### config.mk
export PLATFORM = sky130hd
export DESIGN_NAME = dfa_token_lexer_unit
export DESIGN_NICKNAME = d
export VERILOG_FILES = /design/src/sv/dfl_pkg.sv /design/src/sv/dfl_core.sv /design/src/sv/dfl_rsp_fifo.sv /design/src/sv/dfa_token_lexer_unit.sv
export SDC_FILE = /design/constraint.sdc
export NUM_CORES = 1
export LEC_CHECK = 0
export BUFFER_PORTS_ARGS = -buffer_cell sky130_fd_sc_hd__buf_2
export CORE_MARGIN = 2
export CORE_UTILIZATION = 39
export DETAILED_ROUTE_END_ITERATION = 12
export PLACE_DENSITY_LB_ADDON = 0.25
export SYNTH_ARGS = -nofsm -noshare
export SYNTH_HDL_FRONTEND = slang
export SYNTH_SLANG_ARGS = --single-unit
### constraint.sdc
create_clock -name clock -period 10.3 [get_ports clock]
set_clock_uncertainty 0.05 [all_clocks]
set_input_delay 0 -clock clock [delete_from_list [all_inputs] [get_ports clock]]
set_output_delay 0 -clock clock [all_outputs]
set_load 0.01 [all_outputs]
### src/sv/dfl_pkg.sv
// dfl_pkg: shared types, constants and table functions for the DFA token lexer.
// Holds the character classes, DFA transitions, token kinds and keyword text.
// No dependencies; every other file of the lexer imports it.
package dfl_pkg;

   // Sizes
   localparam int unsigned KEYWORD_MAX_LEN = 9;
   localparam int unsigned POS_WIDTH       = 16;
   localparam int unsigned NUM_KEYWORDS    = 46;
   localparam int unsigned KW_LEN_W        = $clog2(KEYWORD_MAX_LEN + 1);

   // Result queue sizing
   localparam int unsigned RSP_DEPTH = 4;
   localparam int unsigned RSP_PTR_W = $clog2(RSP_DEPTH);
   localparam int unsigned RSP_CNT_W = $clog2(RSP_DEPTH + 1);

   // Character classes
   localparam logic [3:0] CLS_OTHER   = 4'd0;
   localparam logic [3:0] CLS_DIGIT   = 4'd1;
   localparam logic [3:0] CLS_LETTER  = 4'd2;
   localparam logic [3:0] CLS_COMMA   = 4'd3;
   localparam logic [3:0] CLS_LBR     = 4'd4;
   localparam logic [3:0] CLS_RBR     = 4'd5;
   localparam logic [3:0] CLS_COLON   = 4'd6;
   localparam logic [3:0] CLS_QUOTE   = 4'd7;
   localparam logic [3:0] CLS_BSLASH  = 4'd8;
   localparam logic [3:0] CLS_EOI     = 4'd9;
   localparam logic [3:0] CLS_DOT     = 4'd10;
   localparam logic [3:0] CLS_HASH    = 4'd11;
   localparam logic [3:0] CLS_NEWLINE = 4'd12;

   // DFA states; transition codes above the last state mean stop or fail
   localparam logic [3:0] ST_START    = 4'd0;
   localparam logic [3:0] ST_NUMBER   = 4'd1;
   localparam logic [3:0] ST_IDENT    = 4'd2;
   localparam logic [3:0] ST_COMMA    = 4'd3;
   localparam logic [3:0] ST_LBR      = 4'd4;
   localparam logic [3:0] ST_RBR      = 4'd5;
   localparam logic [3:0] ST_COLON    = 4'd6;
   localparam logic [3:0] ST_STR_BODY = 4'd7;
   localparam logic [3:0] ST_STR_ESC  = 4'd8;
   localparam logic [3:0] ST_STR_DONE = 4'd9;
   localparam logic [3:0] ST_DOT      = 4'd10;
   localparam logic [3:0] ST_COMMENT  = 4'd11;
   localparam logic [3:0] ST_NEWLINE  = 4'd12;
   localparam logic [3:0] NX_STOP     = 4'd13;
   localparam logic [3:0] NX_FAIL     = 4'd14;

   // Token kinds
   localparam logic [5:0] KIND_NUMBER    = 6'd0;
   localparam logic [5:0] KIND_IDENT     = 6'd1;
   localparam logic [5:0] KIND_COMMA     = 6'd2;
   localparam logic [5:0] KIND_LBR       = 6'd3;
   localparam logic [5:0] KIND_RBR       = 6'd4;
   localparam logic [5:0] KIND_COLON     = 6'd5;
   localparam logic [5:0] KIND_STRING    = 6'd6;
   localparam logic [5:0] KIND_DOT       = 6'd7;
   localparam logic [5:0] KIND_COMMENT   = 6'd8;
   localparam logic [5:0] KIND_NEWLINE   = 6'd9;
   localparam logic [5:0] KIND_BADSTRING = 6'd10;
   localparam logic [5:0] KIND_KW_BASE   = 6'd11;
   localparam logic [5:0] KIND_INVALID   = 6'd57;

   // Keyword text, right-justified with zero fill on the left
   localparam logic [8*KEYWORD_MAX_LEN-1:0] KW_TEXT [NUM_KEYWORDS] = '{
      "assign", "add", "sub", "mul", "smul", "div", "sdiv", "rem", "srem",
      "and", "or", "xor", "not", "shl", "ashr", "lshr", "neg", "call", "with",
      "ret", "br", "goto", "cz", "cnz", "ceq", "cne", "cgt", "cgts", "cge",
      "cges", "clt", "clts", "cle", "cles", "variables", "byte", "word",
      "dword", "qword", "float", "double", "pointer", "label", "define",
      "nop", "select"
   };

   // Transaction payloads
   typedef struct packed {
      logic [6:0] ch;
      logic       end_of_input;
   } req_type;

   typedef struct packed {
      logic [5:0]  kind;
      logic [15:0] start_pos;
      logic [15:0] token_len;
      logic        last;
   } rsp_type;

   // Results produced by one character, handed to the result queue
   typedef struct packed {
      logic [1:0]   count;
      rsp_type [1:0] item;
   } push_type;

   // Keyword length: number of non-zero bytes
   function automatic logic [KW_LEN_W-1:0] kw_len(int unsigned k);
      logic [KW_LEN_W-1:0] n;
      n = '0;
      for (int i = 0; i < KEYWORD_MAX_LEN; i++) begin
         if (KW_TEXT[k][8*i +: 8] != 8'd0) begin
            n = n + 1'b1;
         end
      end
      return n;
   endfunction

   // Character to class
   function automatic logic [3:0] char_class(logic [6:0] c);
      logic [3:0] cls;
      cls = CLS_OTHER;
      if (c >= 7'h30 && c <= 7'h39) begin
         cls = CLS_DIGIT;
      end else if ((c >= 7'h61 && c <= 7'h7a) || (c >= 7'h41 && c <= 7'h5a) ||
                   c == 7'h5f) begin
         cls = CLS_LETTER;
      end else begin
         case (c)
            7'h2c:   cls = CLS_COMMA;
            7'h5b:   cls = CLS_LBR;
            7'h5d:   cls = CLS_RBR;
            7'h3a:   cls = CLS_COLON;
            7'h22:   cls = CLS_QUOTE;
            7'h5c:   cls = CLS_BSLASH;
            7'h2e:   cls = CLS_DOT;
            7'h23:   cls = CLS_HASH;
            7'h0a:   cls = CLS_NEWLINE;
            default: cls = CLS_OTHER;
         endcase
      end
      return cls;
   endfunction

   // DFA transition
   function automatic logic [3:0] dfa_next(logic [3:0] s, logic [3:0] c);
      logic [3:0] nx;
      nx = NX_STOP;
      case (s)
         ST_START: begin
            if (c == CLS_BSLASH) nx = NX_FAIL;
            else if (c == CLS_OTHER || c == CLS_EOI || c > CLS_NEWLINE) nx = NX_STOP;
            else nx = c;
         end
         ST_NUMBER: begin
            if (c == CLS_DIGIT) nx = ST_NUMBER;
         end
         ST_IDENT: begin
            if (c == CLS_DIGIT || c == CLS_LETTER) nx = ST_IDENT;
         end
         ST_STR_BODY: begin
            if (c <= CLS_COLON) nx = ST_STR_BODY;
            else if (c == CLS_QUOTE) nx = ST_STR_DONE;
            else if (c == CLS_BSLASH) nx = ST_STR_ESC;
            else if (c == CLS_EOI) nx = NX_FAIL;
         end
         ST_STR_ESC: begin
            if (c <= CLS_BSLASH) nx = ST_STR_BODY;
            else if (c == CLS_EOI) nx = NX_FAIL;
         end
         ST_COMMENT: begin
            if (c <= CLS_HASH) nx = ST_COMMENT;
         end
         default: nx = NX_STOP;
      endcase
      return nx;
   endfunction

   // Kind reported by a pending token in a given state (identifier aside)
   function automatic logic [5:0] state_kind(logic [3:0] s);
      logic [5:0] k;
      case (s)
         ST_IDENT:    k = KIND_IDENT;
         ST_COMMA:    k = KIND_COMMA;
         ST_LBR:      k = KIND_LBR;
         ST_RBR:      k = KIND_RBR;
         ST_COLON:    k = KIND_COLON;
         ST_STR_BODY: k = KIND_BADSTRING;
         ST_STR_ESC:  k = KIND_BADSTRING;
         ST_STR_DONE: k = KIND_STRING;
         ST_DOT:      k = KIND_DOT;
         ST_COMMENT:  k = KIND_COMMENT;
         ST_NEWLINE:  k = KIND_NEWLINE;
         default:     k = KIND_NUMBER;
      endcase
      return k;
   endfunction

   // Saturating position increment
   function automatic logic [POS_WIDTH-1:0] sat_inc(logic [POS_WIDTH-1:0] v);
      return (v == '1) ? v : v + 1'b1;
   endfunction

endpackage

### src/sv/dfl_core.sv
// dfl_core: input register, DFA and token state, keyword match and result build.
// Depends on dfl_pkg. Feeds up to two results per character into dfl_rsp_fifo.
module dfl_core (
   input  logic              clock,
   input  logic              reset,
   input  logic              req_valid,
   output logic              req_ready,
   input  dfl_pkg::req_type  req_data,
   input  logic              fifo_room,
   output dfl_pkg::push_type push
);
   import dfl_pkg::*;

   // Input register
   logic    in_valid_ff, in_valid_in;
   req_type in_data_ff;

   // Token state
   logic [3:0]           dfa_state_ff, dfa_state_in;
   logic [POS_WIDTH-1:0] char_pos_ff, char_pos_in;
   logic [POS_WIDTH-1:0] tok_start_ff, tok_start_in;
   logic [POS_WIDTH-1:0] tok_len_ff, tok_len_in;
   logic [6:0]           ident_buf_ff [KEYWORD_MAX_LEN];
   logic [6:0]           ident_buf_in [KEYWORD_MAX_LEN];
   logic                 ident_overflow_ff, ident_overflow_in;

   logic                 fire;
   logic                 req_take;
   logic [5:0]           ident_kind;
   logic [5:0]           pend_kind;
   logic [3:0]           cls;
   logic [3:0]           nx_cur;
   logic [3:0]           nx_start;
   logic                 buf_we;
   logic [POS_WIDTH-1:0] buf_idx;
   logic                 emit_a, emit_b;
   rsp_type              res_a, res_b;

   // Handshake: the input register drains whenever the result queue has room
   assign fire      = in_valid_ff && fifo_room;
   assign req_ready = !in_valid_ff || fire;
   assign req_take  = req_valid && req_ready;
   assign in_valid_in = req_take ? 1'b1 : (fire ? 1'b0 : in_valid_ff);

   // Keyword match against the buffered identifier
   always_comb begin
      logic                         found;
      logic                         match;
      logic [KW_LEN_W-1:0]          len;
      logic [8*KEYWORD_MAX_LEN-1:0] kw_left;
      found      = 1'b0;
      ident_kind = KIND_IDENT;
      for (int k = 0; k < NUM_KEYWORDS; k++) begin
         len     = kw_len(k);
         kw_left = KW_TEXT[k] << (8 * (KEYWORD_MAX_LEN - len));
         match   = (tok_len_ff == POS_WIDTH'(len));
         for (int i = 0; i < KEYWORD_MAX_LEN; i++) begin
            if (i < len &&
                ident_buf_ff[i] != kw_left[8*(KEYWORD_MAX_LEN-1-i) +: 7]) begin
               match = 1'b0;
            end
         end
         if (match && !found) begin
            found      = 1'b1;
            ident_kind = 6'(KIND_KW_BASE + k);
         end
      end
      if (ident_overflow_ff || tok_len_ff > POS_WIDTH'(KEYWORD_MAX_LEN)) begin
         ident_kind = KIND_IDENT;
      end
   end

   assign cls       = char_class(in_data_ff.ch);
   assign nx_cur    = dfa_next(dfa_state_ff, in_data_ff.end_of_input ? CLS_EOI : cls);
   assign nx_start  = dfa_next(ST_START, cls);
   assign pend_kind = (dfa_state_ff == ST_IDENT) ? ident_kind : state_kind(dfa_state_ff);

   // One DFA step, with a restart from the start state when the token ends
   always_comb begin
      logic taken;
      taken             = 1'b0;
      dfa_state_in      = dfa_state_ff;
      char_pos_in       = char_pos_ff;
      tok_start_in      = tok_start_ff;
      tok_len_in        = tok_len_ff;
      ident_overflow_in = ident_overflow_ff;
      buf_we            = 1'b0;
      buf_idx           = '0;
      emit_a            = 1'b0;
      emit_b            = 1'b0;
      res_a             = '{kind: pend_kind, start_pos: 16'(tok_start_ff),
                            token_len: 16'(tok_len_ff), last: 1'b0};
      res_b             = '{kind: KIND_INVALID, start_pos: 16'(char_pos_ff),
                            token_len: 16'd0, last: 1'b0};

      if (in_data_ff.end_of_input) begin
         // flush pending token, restart at offset zero
         if (dfa_state_ff != ST_START) begin
            emit_a = 1'b1;
            if (nx_cur != NX_STOP) begin
               res_a.kind      = KIND_INVALID;
               res_a.token_len = 16'd0;
            end
         end
         dfa_state_in      = ST_START;
         tok_start_in      = '0;
         tok_len_in        = '0;
         ident_overflow_in = 1'b0;
         char_pos_in       = '0;
      end else begin
         if (dfa_state_ff != ST_START) begin
            if (nx_cur != NX_STOP && nx_cur != NX_FAIL) begin
               // extend the pending token
               taken = 1'b1;
               if (nx_cur == ST_IDENT) begin
                  if (tok_len_ff < POS_WIDTH'(KEYWORD_MAX_LEN)) begin
                     buf_we  = 1'b1;
                     buf_idx = tok_len_ff;
                  end else begin
                     ident_overflow_in = 1'b1;
                  end
               end
               dfa_state_in = nx_cur;
               tok_len_in   = sat_inc(tok_len_ff);
            end else begin
               // token ends here
               emit_a = 1'b1;
               if (nx_cur == NX_FAIL) begin
                  res_a.kind      = KIND_INVALID;
                  res_a.token_len = 16'd0;
               end
               dfa_state_in      = ST_START;
               tok_start_in      = '0;
               tok_len_in        = '0;
               ident_overflow_in = 1'b0;
            end
         end
         if (!taken) begin
            if (nx_start == NX_FAIL) begin
               emit_b = 1'b1;
            end else if (nx_start != NX_STOP) begin
               dfa_state_in      = nx_start;
               tok_start_in      = char_pos_ff;
               tok_len_in        = POS_WIDTH'(1);
               ident_overflow_in = 1'b0;
               if (nx_start == ST_IDENT) begin
                  buf_we  = 1'b1;
                  buf_idx = '0;
               end
            end
         end
         char_pos_in = sat_inc(char_pos_ff);
      end

      for (int i = 0; i < KEYWORD_MAX_LEN; i++) begin
         ident_buf_in[i] = (buf_we && buf_idx == POS_WIDTH'(i)) ? in_data_ff.ch
                                                                 : ident_buf_ff[i];
      end
   end

   // Pack results in order, marking the last one
   always_comb begin
      push = '0;
      if (emit_a && emit_b) begin
         push.count      = 2'd2;
         push.item[0]    = res_a;
         push.item[1]    = res_b;
         push.item[1].last = 1'b1;
      end else if (emit_a) begin
         push.count      = 2'd1;
         push.item[0]    = res_a;
         push.item[0].last = 1'b1;
      end else if (emit_b) begin
         push.count      = 2'd1;
         push.item[0]    = res_b;
         push.item[0].last = 1'b1;
      end
      if (!fire) begin
         push.count = 2'd0;
      end
   end

   // Control and state registers
   always_ff @(posedge clock) begin
      if (reset) begin
         in_valid_ff       <= 1'b0;
         dfa_state_ff      <= ST_START;
         char_pos_ff       <= '0;
         tok_start_ff      <= '0;
         tok_len_ff        <= '0;
         ident_overflow_ff <= 1'b0;
      end else begin
         in_valid_ff <= in_valid_in;
         if (fire) begin
            dfa_state_ff      <= dfa_state_in;
            char_pos_ff       <= char_pos_in;
            tok_start_ff      <= tok_start_in;
            tok_len_ff        <= tok_len_in;
            ident_overflow_ff <= ident_overflow_in;
         end
      end
   end

   // Payload registers
   always_ff @(posedge clock) begin
      if (req_take) begin
         in_data_ff <= req_data;
      end
      if (fire) begin
         ident_buf_ff <= ident_buf_in;
      end
   end

endmodule

### src/sv/dfl_rsp_fifo.sv
// dfl_rsp_fifo: small result queue taking up to two results per cycle.
// Depends on dfl_pkg. Drives the rsp_ channel of the lexer top level.
module dfl_rsp_fifo (
   input  logic              clock,
   input  logic              reset,
   input  dfl_pkg::push_type push,
   output logic              fifo_room,
   output logic              rsp_valid,
   input  logic              rsp_ready,
   output dfl_pkg::rsp_type  rsp_data
);
   import dfl_pkg::*;

   rsp_type               entry_ff [RSP_DEPTH];
   logic [RSP_PTR_W-1:0]  wr_ptr_ff, wr_ptr_in;
   logic [RSP_PTR_W-1:0]  rd_ptr_ff, rd_ptr_in;
   logic [RSP_CNT_W-1:0]  count_ff, count_in;
   logic [RSP_PTR_W-1:0]  wr_ptr_next;
   logic                  pop;

   // Room for a worst-case character, judged on registered state only
   assign fifo_room   = (count_ff <= RSP_CNT_W'(RSP_DEPTH - 2));
   assign rsp_valid   = (count_ff != '0);
   assign rsp_data    = entry_ff[rd_ptr_ff];
   assign pop         = rsp_valid && rsp_ready;
   assign wr_ptr_next = wr_ptr_ff + 1'b1;

   assign wr_ptr_in = wr_ptr_ff + RSP_PTR_W'(push.count);
   assign rd_ptr_in = rd_ptr_ff + RSP_PTR_W'(pop);
   assign count_in  = count_ff + RSP_CNT_W'(push.count) - RSP_CNT_W'(pop);

   always_ff @(posedge clock) begin
      if (reset) begin
         wr_ptr_ff <= '0;
         rd_ptr_ff <= '0;
         count_ff  <= '0;
      end else begin
         wr_ptr_ff <= wr_ptr_in;
         rd_ptr_ff <= rd_ptr_in;
         count_ff  <= count_in;
      end
   end

   // Entry writes: first result at the write pointer, second one after it
   always_ff @(posedge clock) begin
      if (push.count != 2'd0) begin
         entry_ff[wr_ptr_ff] <= push.item[0];
      end
      if (push.count == 2'd2) begin
         entry_ff[wr_ptr_next] <= push.item[1];
      end
   end

endmodule

### src/sv/dfa_token_lexer_unit.sv
// dfa_token_lexer_unit: top level of the streaming DFA token lexer.
// Depends on dfl_pkg, dfl_core and dfl_rsp_fifo.
//
//   channel  | direction | payload          | transaction
//   req_     | in        | dfl_pkg::req_type| one character or end-of-input marker
//   rsp_     | out       | dfl_pkg::rsp_type| one token, last flags final of a character
//
// One character is taken every cycle while the result queue has room; both
// results of a two-result character enter the queue together, after the input
// register. The rate is set by the two-entry-per-cycle result queue and its
// single read port. Reset is synchronous and needs no clearing pass. A stalled
// rsp_ side fills the four-entry queue past half, then req_ready drops.
module dfa_token_lexer_unit (
   input  logic             clock,
   input  logic             reset,
   input  logic             req_valid,
   output logic             req_ready,
   input  dfl_pkg::req_type req_data,
   output logic             rsp_valid,
   input  logic             rsp_ready,
   output dfl_pkg::rsp_type rsp_data
);
   import dfl_pkg::*;

   push_type push;
   logic     fifo_room;

   dfl_core u_core (
      .clock     (clock),
      .reset     (reset),
      .req_valid (req_valid),
      .req_ready (req_ready),
      .req_data  (req_data),
      .fifo_room (fifo_room),
      .push      (push)
   );

   dfl_rsp_fifo u_rsp_fifo (
      .clock     (clock),
      .reset     (reset),
      .push      (push),
      .fifo_room (fifo_room),
      .rsp_valid (rsp_valid),
      .rsp_ready (rsp_ready),
      .rsp_data  (rsp_data)
   );

endmodule

==> flow_summary_export.csv <==
group,metric,value,unit
detailed_routing,viasPerCell,6.153,
synth,synth_nets,1384,
sta,min_period,6008,ps
pwr,p_leak,5.466,nW
critical_path,cp.arrival,6110,ps
clock_network,cts-root-buf,"clkbuf_16",
detailed_routing,drc_errors,0,
placed_design,dp_hpwl,29690,um
synth,synth-seq-cells,292,
finish,drive_gt1_share,14.13,%
clock_network,cts_resized,0,
global_routing,grt_overflow,0,
detailed_routing,wl_per_cell,22.33,um
detailed_routing,drt_iter0_markers,979,
sta,fin_setup_tns,0,ps
die,design.core.area,37310,um2
synth,ys_warn_count,0,
sta,fmax,166.5,MHz
global_routing,met2_usage,33.85,%
run_status,status,"completed",
clock_network,cts_max_level,1,
synth,synth_edf_count,155,
synth,async_reset_ff_share,0,%
pwr,max-vdd-ir-drop,0.0001411,V
critical_path,end_kind,"flop",
global_routing,grt_use_met1,29.52,%
sta,drv_slew,0,
run,cap_violations,0,
global_routing,track_usage,21.18,%
critical_path,critPathLaunchType,"flop",
placed_design,pre_cts_ws,4289,ps
sta,relSlewSlack,18.71,%
pwr,p_int,0.002076,W
clock_network,clock-sinks,292,
synth,yosys_most_used_dff,"edfxtp_1",
pwr,clkPwrFrac,42.6,%
pwr,finalPower,0.002743,W
sta,post-route-period-util,58.33,%
global_routing,top_usage_layer,"met2",
global_routing,use_met3,3.952,%
finish,nets,1399,
pwr,swShare,24.30,%
global_routing,grt_pass1_wl,64400,um
clock_network,ctsHoldBuffers,13,
pwr,seq_power_share,46.5,%
sta,setup_viol,0,
global_routing,grt_max_degree,41,
synth,yosysUniqueCellTypes,84,
synth,synth_area,14660,um2
clock_network,clock_path_buffers,3,
critical_path,crit_start,"u_core.in_data_ff[3]",
die,rows,71,
synth,synth.avg_cell_area,10.82,um2
synth,synth-seq-area-share,50.47,%
clock_network,cts_made_buffers,31,
clock_network,cts_setup_buffers,0,
critical_path,r2r_start,"u_core.in_data_ff[3]",
die,die_height,197.9,um
sta,tightest_slew,1213,ps
sta,finalHoldViolCount,0,
die,die-area,39140,um2
finish,fin_cells,1868,
critical_path,crit_fanout,23,
critical_path,critPathKind,"flop to flop",
global_routing,antenna_found_initial,0,
min_path,worstHoldStart,"req_data[6]",
global_routing,grt_pass1_vias,11044,
pwr,switchingPower,0.0006664,W
finish,syn2layout_area_growth,12.09,%
detailed_routing,dr.pass1.iters,5,
sta,rsz0062_at_grt,"no",
min_path,hp-class,"primary input to flop",
sta,setup_ws,4292,ps
placed_design,placed_cells,1798,
clock_network,cts_tree,"built",
pwr,p_per_area,167.0,nW/um2
critical_path,cp.required,10410,ps
detailed_routing,via_count,11493,
die,die_w,197.9,um
detailed_routing,drtAntennaViolNets,0,
detailed_routing,routed_wl,41710,um
clock_network,clkLatencyLatePin,580,ps
synth,synthCells,1355,
die,num_io_pins,53,
placed_design,globalplace.congestion,0.9863,
placed_design,portBuffers,52,
pwr,combPwrFrac,11.0,%
die,start_util,39.28,%
clock_network,path_clk_slew,60,ps
finish,antenna_cells,0,
[kinds of logic after synthesis]
family | count (synthesis) | share of synthesized area (%)
buffers and inverters | 131 | 3.611
XOR/XNOR | 19 | 1.135
flip-flops | 292 | 50.47
AO/OA/AOI/OAI | 338 | 17.62
adder cells (fa/ha/maj) | 17 | 1.503
multiplexers | 42 | 6.198
AND/OR/NAND/NOR | 516 | 19.46
[cells in the mapped netlist (8+ instances only)]
master,count,area share [%]
inv_1,34,0.87
edfxtp_1,155,32
o21ai_0,49,1.7
dfxtp_1,137,19
nor3_1,52,1.8
nand4b_1,11,0.66
clkbuf_1,61,1.6
and3_1,11,0.47
buf_1,16,0.41
or2_2,15,0.64
ha_1,16,1.4
nand2_1,88,2.3
nor4_1,38,1.6
and4_1,8,0.48
xnor2_1,11,0.66
xor2_1,8,0.48
nor2b_1,9,0.38
mux4_2,39,6.0
buf_2,15,0.51
nand2b_1,26,1.1
or3_1,26,1.1
or4_1,17,0.87
a21oi_1,32,1.1
and2_1,16,0.68
a22o_1,145,8.7
a31oi_1,17,0.73
nor2_1,95,2.4
nand3_1,34,1.2
nand4_1,26,1.1
[per-stage QoR]
stage / cell area, um2 / util [%] / hold slack [ps]
4_1_cts: 16430 / 44.03 / 52.42
3_5_place_dp: 15210 / 40.76 / 128.1
3_3_place_gp: 15210 / 40.76 / 127.9
6_report: 16430 / 44.03 / 81.97
2_1_floorplan: 14660 / - / 48.87
5_1_grt: 16430 / 44.03 / 64.91
[registers in the layout, indices dropped and copies added (netlist names), 2 cells and up, named ones only]
signal,count
u_core.char_pos_ff,16
u_core.dfa_state_ff,4
u_core.ident_buf_ff,63
u_core.in_data_ff,8
u_core.tok_len_ff,16
u_core.tok_start_ff,16
u_rsp_fifo.count_ff,3
u_rsp_fifo.entry_ff,156
u_rsp_fifo.rd_ptr_ff,2
u_rsp_fifo.wr_ptr_ff,2
[cells in the final DEF (no fill, tap or decap), types with 6 or more instances in the layout]
master         Yosys  routed
xor2_1             8       8
a22o_1           145     145
inv_1             34      34
clkbuf_16          0      32
clkbuf_8           0       8
and2_1            16      16
nand4b_1          11      11
and3_1            11      11
o41ai_1            7       7
a21oi_1           32      32
nor3_1            52      52
dlygate4sd3_1      0      13
nand3_1           34      34
or3_1             26      26
mux4_2            39      39
o21ai_0           49      49
or4_1             17      17
buf_4              1      12
nor2_1            95      95
nand2_1           88      88
edfxtp_1         155     155
or2_2             15      15
a31oi_1           17      17
and4_1             8       8
xnor2_1           11      11
o31ai_1            6       6
a21o_1             6       6
nor4_1            38      38
nand2b_1          26      26
dfxtp_1          137     135
nand4_1           26      26
a41oi_1            6       6
nor2b_1            9       9
ha_1              16      16
nor3b_1            7       7
buf_2             15      52
[power by group through the flow]
stage               sequential, W  clock [W]  combinational [W]
finish                    0.00127    0.00117           0.000301
floorplan                 0.00127          0           0.000237
detailed placement        0.00130          0           0.000300
global placement          0.00130          0           0.000297
global route              0.00128    0.00123           0.000335
CTS                       0.00127    0.00119           0.000307
[routing by layer]
layer | vias up | part of all wire [%] | wire, um
met1 | 5648 | 44 | 18550
li1 | 5327 | - | -
met2 | 448 | 46 | 19020
met5 | - | 0 | 0
met3 | 70 | 7.3 | 3048
met4 | 0 | 2.6 | 1081
[critical path, stage by stage, from the launching register on]
cell	delay (ps)
edfxtp_1	820
nor4b_1	160
o31ai_2	620
nand2_1	160
a31o_1	250
a211o_1	310
a211oi_4	340
o21a_1	410
nor3_1	90
ha_1	360
o21ai_0	340
or3_1	320
and2_1	670
inv_1	660
[worst paths after layout]
check | cells past startpoint | end | slack, ps
max reg2reg | 13 | u_rsp_fifo.entry_ff[0][25] | 4290
min reg2reg | 2 | u_rsp_fifo.entry_ff[3][34] | 400
min | 2 | u_core.in_data_ff[6] | 80
max | 13 | u_rsp_fifo.entry_ff[0][25] | 4290
[layout make-up]
class / count / area [um2]
Clock inverter: 15 / 170.2
Multi-Input combinational cell: 932 / 6729
Timing Repair Buffer: 77 / 480.5
Tap cell: 474 / 593.1
Fill cell: 3504 / 20880
Inverter: 36 / 135.1
Sequential cell: 292 / 7400
Clock buffer: 42 / 919.6
(Power assumes the default switching activity.)
